### config.mk
export PLATFORM = sky130hd
export DESIGN_NAME = nth_root_power_extract_unit
export DESIGN_NICKNAME = d
export VERILOG_FILES = /design/src/rtl/core/nrpe_pkg.sv /design/src/rtl/core/nrpe_ctrl.sv /design/src/rtl/core/nrpe_datapath.sv /design/src/rtl/core/nth_root_power_extract_unit.sv
export SDC_FILE = /design/constraint.sdc
export NUM_CORES = 2
export LEC_CHECK = 0
export ABC_AREA = 1
export ABC_CLOCK_PERIOD_IN_PS = 9770
export BUFFER_PORTS_ARGS = -buffer_cell sky130_fd_sc_hd__buf_2
export CAP_MARGIN = 40
export CORE_UTILIZATION = 40
export CTS_CLUSTER_SIZE = 12
export DETAILED_ROUTE_END_ITERATION = 10
export PLACE_DENSITY_LB_ADDON = 0.3
export SLEW_MARGIN = 25
export SYNTH_ARGS = -nofsm -noshare
export SYNTH_HDL_FRONTEND = slang
export SYNTH_SLANG_ARGS = --single-unit
### constraint.sdc
create_clock -name clk -period 9.77 [get_ports clk]
set_input_delay 0.977 -clock clk [delete_from_list [all_inputs] [get_ports clk]]
set_output_delay 0.977 -clock clk [all_outputs]
set_load 0.1 [all_outputs]
### src/rtl/core/nrpe_pkg.sv
`default_nettype none

package nrpe_pkg;

  // word width of the radicand; magnitudes use one bit less
  localparam int DATA_WIDTH = 32;
  localparam int MAG_WIDTH  = DATA_WIDTH - 1;
  localparam int DCNT_WIDTH = $clog2(MAG_WIDTH + 1);

  localparam logic [1:0] STATUS_OK       = 2'd0;
  localparam logic [1:0] STATUS_NEG_EVEN = 2'd1;
  localparam logic [1:0] STATUS_DEG_ZERO = 2'd2;

  localparam logic [1:0] FORM_ROOT    = 2'd0;
  localparam logic [1:0] FORM_INTEGER = 2'd1;
  localparam logic [1:0] FORM_PRODUCT = 2'd2;

  typedef struct packed {
    logic [5:0]                   root_degree;
    logic signed [DATA_WIDTH-1:0] radicand_in;
  } request_t;

  typedef struct packed {
    logic [1:0]                   status;
    logic [MAG_WIDTH-1:0]         coefficient;
    logic signed [DATA_WIDTH-1:0] radicand_out;
    logic [1:0]                   form_kind;
  } result_t;

  typedef enum logic [3:0] {
    S_IDLE,
    S_SETUP,
    S_POW_MUL,
    S_POW_CHK,
    S_DIV,
    S_DIV_CHK,
    S_COEF,
    S_DONE
  } state_t;

  // controller to datapath
  typedef struct packed {
    logic load;
    logic pow_init;
    logic pow_mul;
    logic pow_take;
    logic div_init;
    logic div_step;
    logic div_take;
    logic coef_mul;
    logic coef_take;
    logic d_inc;
  } cmd_t;

  // datapath to controller
  typedef struct packed {
    logic need_loop;
    logic pow_over;
    logic pow_last;
    logic div_last;
    logic div_exact;
  } stat_t;

endpackage

`default_nettype wire

### src/rtl/core/nrpe_ctrl.sv
`default_nettype none

module nrpe_ctrl (
  input  wire logic            clk,
  input  wire logic            rst,
  input  wire logic            start,
  input  wire nrpe_pkg::stat_t stat,
  output nrpe_pkg::cmd_t       cmd,
  output logic                 busy,
  output logic                 done
);

  nrpe_pkg::state_t state;
  nrpe_pkg::state_t state_next;

  always_ff @(posedge clk) begin
    if (rst) begin
      state <= nrpe_pkg::S_IDLE;
    end else begin
      state <= state_next;
    end
  end

  always_comb begin
    state_next = state;
    unique case (state)
      nrpe_pkg::S_IDLE: begin
        if (start) state_next = nrpe_pkg::S_SETUP;
      end
      nrpe_pkg::S_SETUP: begin
        state_next = stat.need_loop ? nrpe_pkg::S_POW_MUL : nrpe_pkg::S_DONE;
      end
      nrpe_pkg::S_POW_MUL: state_next = nrpe_pkg::S_POW_CHK;
      nrpe_pkg::S_POW_CHK: begin
        if (stat.pow_over) state_next = nrpe_pkg::S_DONE;
        else if (stat.pow_last) state_next = nrpe_pkg::S_DIV;
        else state_next = nrpe_pkg::S_POW_MUL;
      end
      nrpe_pkg::S_DIV: begin
        if (stat.div_last) state_next = nrpe_pkg::S_DIV_CHK;
      end
      nrpe_pkg::S_DIV_CHK: begin
        state_next = stat.div_exact ? nrpe_pkg::S_COEF : nrpe_pkg::S_POW_MUL;
      end
      nrpe_pkg::S_COEF: state_next = nrpe_pkg::S_POW_MUL;
      nrpe_pkg::S_DONE: state_next = nrpe_pkg::S_IDLE;
      default: state_next = nrpe_pkg::S_IDLE;
    endcase
  end

  always_comb begin
    cmd  = '0;
    busy = 1'b1;
    done = 1'b0;
    unique case (state)
      nrpe_pkg::S_IDLE: begin
        busy     = 1'b0;
        cmd.load = start;
      end
      nrpe_pkg::S_SETUP: begin
        cmd.pow_init = stat.need_loop;
      end
      nrpe_pkg::S_POW_MUL: begin
        cmd.pow_mul = 1'b1;
      end
      nrpe_pkg::S_POW_CHK: begin
        cmd.pow_take = !stat.pow_over;
        cmd.div_init = !stat.pow_over && stat.pow_last;
      end
      nrpe_pkg::S_DIV: begin
        cmd.div_step = 1'b1;
      end
      nrpe_pkg::S_DIV_CHK: begin
        cmd.div_take = stat.div_exact;
        cmd.coef_mul = stat.div_exact;
        cmd.d_inc    = !stat.div_exact;
        cmd.pow_init = !stat.div_exact;
      end
      nrpe_pkg::S_COEF: begin
        cmd.coef_take = 1'b1;
        cmd.pow_init  = 1'b1;
      end
      nrpe_pkg::S_DONE: begin
        done = 1'b1;
      end
      default: begin
        busy = 1'b1;
      end
    endcase
  end

endmodule

`default_nettype wire

### src/rtl/core/nrpe_datapath.sv
`default_nettype none

module nrpe_datapath (
  input  wire logic               clk,
  input  wire nrpe_pkg::request_t request,
  input  wire nrpe_pkg::cmd_t     cmd,
  output nrpe_pkg::stat_t         stat,
  output nrpe_pkg::result_t       result
);

  localparam int DW = nrpe_pkg::DATA_WIDTH;
  localparam int W  = nrpe_pkg::MAG_WIDTH;
  localparam int CW = nrpe_pkg::DCNT_WIDTH;

  logic [5:0]    degree;
  logic [1:0]    status;
  logic          need_loop;
  logic [DW-1:0] rem;
  logic [W-1:0]  coef;
  logic [W-1:0]  d;
  logic [W-1:0]  p;
  logic [5:0]    ecnt;
  logic [2*W-1:0] prod;
  logic [W-1:0]  r;
  logic [W-1:0]  q;
  logic [CW-1:0] dcnt;

  logic          in_neg;
  logic          in_big;
  logic [1:0]    in_status;
  logic [W-1:0]  mul_a;
  logic [W:0]    r_sh;
  logic          r_ge;

  assign in_neg = request.radicand_in[DW-1];
  assign in_big = !in_neg && (request.radicand_in[W-1:0] >= W'(2));

  always_comb begin
    if (request.root_degree == 6'd0) in_status = nrpe_pkg::STATUS_DEG_ZERO;
    else if (!request.root_degree[0] && in_neg) in_status = nrpe_pkg::STATUS_NEG_EVEN;
    else in_status = nrpe_pkg::STATUS_OK;
  end

  // one shared multiplier: power build-up or coefficient update
  assign mul_a = cmd.coef_mul ? coef : p;

  // restoring division, one quotient bit a step
  assign r_sh = {r, q[W-1]};
  assign r_ge = r_sh >= {1'b0, p};

  always_ff @(posedge clk) begin
    if (cmd.load) begin
      degree    <= request.root_degree;
      status    <= in_status;
      need_loop <= (in_status == nrpe_pkg::STATUS_OK) && in_big
                   && (request.root_degree >= 6'd2);
      d         <= W'(2);
      if ((in_status == nrpe_pkg::STATUS_OK) && in_big
          && (request.root_degree == 6'd1)) begin
        coef <= request.radicand_in[W-1:0];
        rem  <= DW'(1);
      end else begin
        coef <= W'(1);
        rem  <= request.radicand_in;
      end
    end
    if (cmd.pow_init) begin
      p    <= W'(1);
      ecnt <= 6'd0;
    end
    if (cmd.pow_mul || cmd.coef_mul) begin
      prod <= mul_a * d;
    end
    if (cmd.pow_take) begin
      p    <= prod[W-1:0];
      ecnt <= 6'(ecnt + 6'd1);
    end
    if (cmd.div_init) begin
      r    <= '0;
      q    <= rem[W-1:0];
      dcnt <= '0;
    end
    if (cmd.div_step) begin
      r    <= r_ge ? W'(r_sh - {1'b0, p}) : r_sh[W-1:0];
      q    <= {q[W-2:0], r_ge};
      dcnt <= CW'(dcnt + CW'(1));
    end
    if (cmd.div_take) begin
      rem <= {1'b0, q};
    end
    if (cmd.coef_take) begin
      coef <= prod[W-1:0];
    end
    if (cmd.d_inc) begin
      d <= W'(d + W'(1));
    end
  end

  assign stat.need_loop = need_loop;
  assign stat.pow_over  = prod > {{W{1'b0}}, rem[W-1:0]};
  assign stat.pow_last  = 6'(ecnt + 6'd1) == degree;
  assign stat.div_last  = dcnt == CW'(W - 1);
  assign stat.div_exact = r == '0;

  always_comb begin
    if (status != nrpe_pkg::STATUS_OK) begin
      result.status       = status;
      result.coefficient  = W'(1);
      result.radicand_out = '0;
      result.form_kind    = nrpe_pkg::FORM_ROOT;
    end else begin
      result.status       = nrpe_pkg::STATUS_OK;
      result.coefficient  = coef;
      result.radicand_out = rem;
      if (coef == W'(1)) result.form_kind = nrpe_pkg::FORM_ROOT;
      else if (rem == DW'(1)) result.form_kind = nrpe_pkg::FORM_INTEGER;
      else result.form_kind = nrpe_pkg::FORM_PRODUCT;
    end
  end

endmodule

`default_nettype wire

### src/rtl/core/nth_root_power_extract_unit.sv
// nth root power extraction: n-th root of R rewritten as c times n-th root of r
//
// input channel: request (root_degree, radicand_in) is taken on a rising edge
//   with start high and busy low; busy then stays high until the result is out
// output channel: result (status, coefficient, radicand_out, form_kind) shows
//   for exactly one cycle with done high; the receiver cannot stall, so the
//   beat is consumed at the edge that ends that cycle
// sequence: error cases, n = 1, negative or small radicands go from the
//   setup state straight to the done state;
//   otherwise trial division over d = 2, 3, ...
//   each power attempt runs a mul state then a compare state per multiply, up to
//   n multiplies, and each candidate whose power fits adds a 31-step restoring
//   division plus a check state, and a coefficient state when a factor
//   is taken out; the run time is set by the shared multiplier and the
//   one-bit-a-step divider; the worst case is n = 2 with a large prime,
//   near 46k candidates
// throughput: one item at a time; start is taken again the cycle after done
// reset: rst is synchronous, returns the controller to idle, busy low, no done

`default_nettype none

module nth_root_power_extract_unit (
  input  wire logic               clk,
  input  wire logic               rst,
  input  wire logic               start,
  input  wire nrpe_pkg::request_t request,
  output logic                    busy,
  output logic                    done,
  output nrpe_pkg::result_t       result
);

  // command and status between sequencer and datapath
  nrpe_pkg::cmd_t  cmd;
  nrpe_pkg::stat_t stat;

  // sequencer: power build-up, division, coefficient update
  nrpe_ctrl u_ctrl (
    .clk   (clk),
    .rst   (rst),
    .start (start),
    .stat  (stat),
    .cmd   (cmd),
    .busy  (busy),
    .done  (done)
  );

  // datapath: shared multiplier, restoring divider, result formatting
  nrpe_datapath u_datapath (
    .clk     (clk),
    .request (request),
    .cmd     (cmd),
    .stat    (stat),
    .result  (result)
  );

endmodule

`default_nettype wire

==> results.txt <==
M1 WL: 67640 um
Num CTS Buffers: 34
Slew HR: 0.3153
Most common cell after layout, fill and taps aside: inv_1
Final setup TNS: 0 ns
Sink Count: 272
Setup ws final: 0.3144 ns
Critical Path Max Stage Delay: 0.60 ns
Syn Inst Count: 5621
Initial antenna violation count: 2
Syn Nets: 6821
Cell area after synthesis: 46710 um^2
RSZ-0062 raised after global routing: no
Crit Path Max Fanout: 37
Flops & latches, synth: 272
CTS clk-pin slew, worst paths: 0.06 ns
Global Route Usage Sum: 0.2856
DR pass1 iterations: 6
DIE WIDTH: 343.7 um
Layout net count: 6872
Crit path DAT: 9.79 ns
Initial core utilization: 0.4025
Via count: 39056
CP Capture Type: flip-flop
Vias in the first global route: 39571
Critical path's most frequent cell: fa_1
Met3 wire length: 16260 um
Setup Fix Bufs, Post-CTS: 0
Total of max-cap violations: 0
Max Buffers Root-to-Sink: 3
Netlist cell types: 45
Min-Delay Path Class: reg -> reg
Syn Area/Cell: 8.310 um^2
Via density: 5.411
FMAX: 105.8 MHz
HPWL after DPL: 137300 um
R2R cell count: 28
Core Region: 116000 um^2
Clk_lat worst skew: 0.58 ns
# IOs: 110
Reg-to-reg slack, setup: 0.31 ns
Final setup fails: 0
Post-route DRC: 0
Crit path max-delay cell type: fa_1
WP data required: 10.11 ns
Worst clock skew: 0.03536 ns
Pins Over Slew Limit: 0
Startpoint Class: flip-flop
Hold Path End: u_datapath.rem[31]
CTS tree: done
Routed WL per cell: 22.98 um
Clk root buf: clkbuf_16
Final GP Congestion: 1.015
Cts hold-fix bufs: 0
GRT Residual Overflow: 0
Endpoints failing hold: 0
Die ar.: 118100 um^2
Post_cts resized: 0
Antenna Cells: 0
Worst Tran Pin Value: 1.016 ns
Area grow syn2layout: 7.972%
Crit path launch: u_datapath.r[5]
FF-to-FF Start: u_datapath.r[5]
Final WL: 165800 um
Dpl ws: 0.5130 ns
Status: finished, final reports clean
CTS H-tree lvls: 2
Seq/Total Area, Yosys: 0.1740
Die height: 343.7 um
Final Critical Period: 9.456 ns
Row count: 125
Yosys warns: 0
Buffers on Ports: 109
WHS Path Cells: 2
ANT nets after route: 0
Kind of critical path: reg -> reg
Hold Path Origin: u_datapath.rem[31]
Share of cells above drive strength 1: 0.06270
Pin count of the biggest net entering global routing: 91
Period utilization: 0.9678
Most frequent cells in the layout: 1192 x inv_1, 1045 x nand2_1, 899 x nor2_1
Reg2Reg Capture Point: u_datapath.prod[56]
WL met2: 74010 um
Highest metal used: met5
Initial DRC count: 4294
First-pass GRT wire length: 249000 um
layout make-up:
class	instances	area [um^2]
Multi-Input combinational cell	3900	32970
Tap cell	1524	1907
Inverter	1227	4606
Clock inverter	20	241.5
Timing Repair Buffer	237	1710
Fill cell	11676	65620
Sequential cell	272	8128
Clock buffer	38	865.8
sequential cells by signal, indices dropped and copies added (netlist names):
register	cells
u_ctrl.state	3
u_datapath.coef	31
u_datapath.d	31
u_datapath.dcnt	5
u_datapath.degree	6
u_datapath.ecnt	6
u_datapath.need_loop	1
u_datapath.p	31
u_datapath.prod	62
u_datapath.q	31
u_datapath.r	31
u_datapath.rem	32
u_datapath.status	2
worst max-delay path by stage:
stage | end | slack [ns] | depth (start not counted)
after floorplan | u_datapath.prod[60] | 2.25 | 37
after global placement | u_datapath.prod[52] | 0.47 | 32
after detailed placement | u_datapath.prod[56] | 0.51 | 28
after CTS | u_datapath.prod[56] | 0.48 | 28
after global routing | u_datapath.prod[56] | 0.08 | 28
final | u_datapath.prod[56] | 0.31 | 28
through the flow:
| step | hold WS (ns) | std cells | utilization | cell area (um^2) |
|---|---|---|---|---|
| after global routing | 0.5451 | 7218 | 0.4346 | 50430 |
| final | 0.4943 | 7218 | 0.4346 | 50430 |
| after CTS | 0.5028 | 7211 | 0.4334 | 50300 |
| after global placement | 0.4834 | 7143 | 0.4225 | 49030 |
| after detailed placement | 0.4915 | 7153 | 0.4239 | 49190 |
| after floorplan | 0.4644 | 5621 | - | 46710 |
cells in the mapped netlist, drive strengths merged:
| cell | n | area share |
|---|---|---|
| inv | 1218 | 0.098 |
| nand2 | 1047 | 0.084 |
| nor2 | 902 | 0.073 |
| fa | 838 | 0.36 |
| ha | 321 | 0.086 |
| edfxtp | 268 | 0.17 |
| o21ai | 173 | 0.023 |
| nand3 | 163 | 0.018 |
| a21oi | 154 | 0.017 |
| clkbuf | 127 | 0.010 |
| buf | 95 | 0.012 |
| xor2 | 70 | 0.013 |
| nand4 | 39 | 0.0052 |
| nor3 | 37 | 0.0041 |
| o22ai | 31 | 0.0042 |
| nor4 | 26 | 0.0035 |
| o21bai | 18 | 0.0029 |
| a21o | 15 | 0.0024 |
| a31oi | 14 | 0.0019 |
| xnor2 | 14 | 0.0026 |
| clkinv | 9 | 0.00072 |
| or2 | 8 | 0.0011 |
| a21boi | 6 | 0.00096 |
| and3 | 6 | 0.00080 |
| dfxtp | 4 | 0.0017 |
| nand3b | 4 | 0.00064 |
| o21a | 4 | 0.00064 |
| o211ai | 3 | 0.00048 |
| nor3b | 2 | 0.00032 |
| a22oi | 1 | 0.00016 |
| a41oi | 1 | 0.00019 |
| o31ai | 1 | 0.00016 |
| o41ai | 1 | 0.00019 |
| or4 | 1 | 0.00016 |
critical path, delay by kind of cell (launching register included):
kind,cells,cell delay (ns)
AO/OA/AOI/OAI,4,1.45
adder cells (fa/ha/maj),9,4.37
buffers and inverters,5,0.91
flip-flops,1,0.42
AND/OR/NAND/NOR,10,2.05
metal layers:
| layer | GRT usage | up-vias |
|---|---|---|
| li1 | - | 17024 |
| met1 | 0.3952 | 19653 |
| met2 | 0.4409 | 1981 |
| met3 | 0.05167 | 394 |
| met4 | 0.1187 | 4 |
| met5 | 0 | - |
kinds of logic (layout without fill, tap and decap cells):
| family | after synthesis | count (layout) | share of synthesized area |
|---|---|---|---|
| AO/OA/AOI/OAI | 422 | 422 | 0.05357 |
| XOR/XNOR | 84 | 84 | 0.01575 |
| adder cells (fa/ha/maj) | 1159 | 1159 | 0.4452 |
| buffers and inverters | 1449 | 1522 | 0.1213 |
| flip-flops | 272 | 272 | 0.1740 |
| AND/OR/NAND/NOR | 2235 | 2235 | 0.1902 |
Power is not shown: default switching activity piles up to over one toggle a cycle in this logic, so the estimate is an artifact.
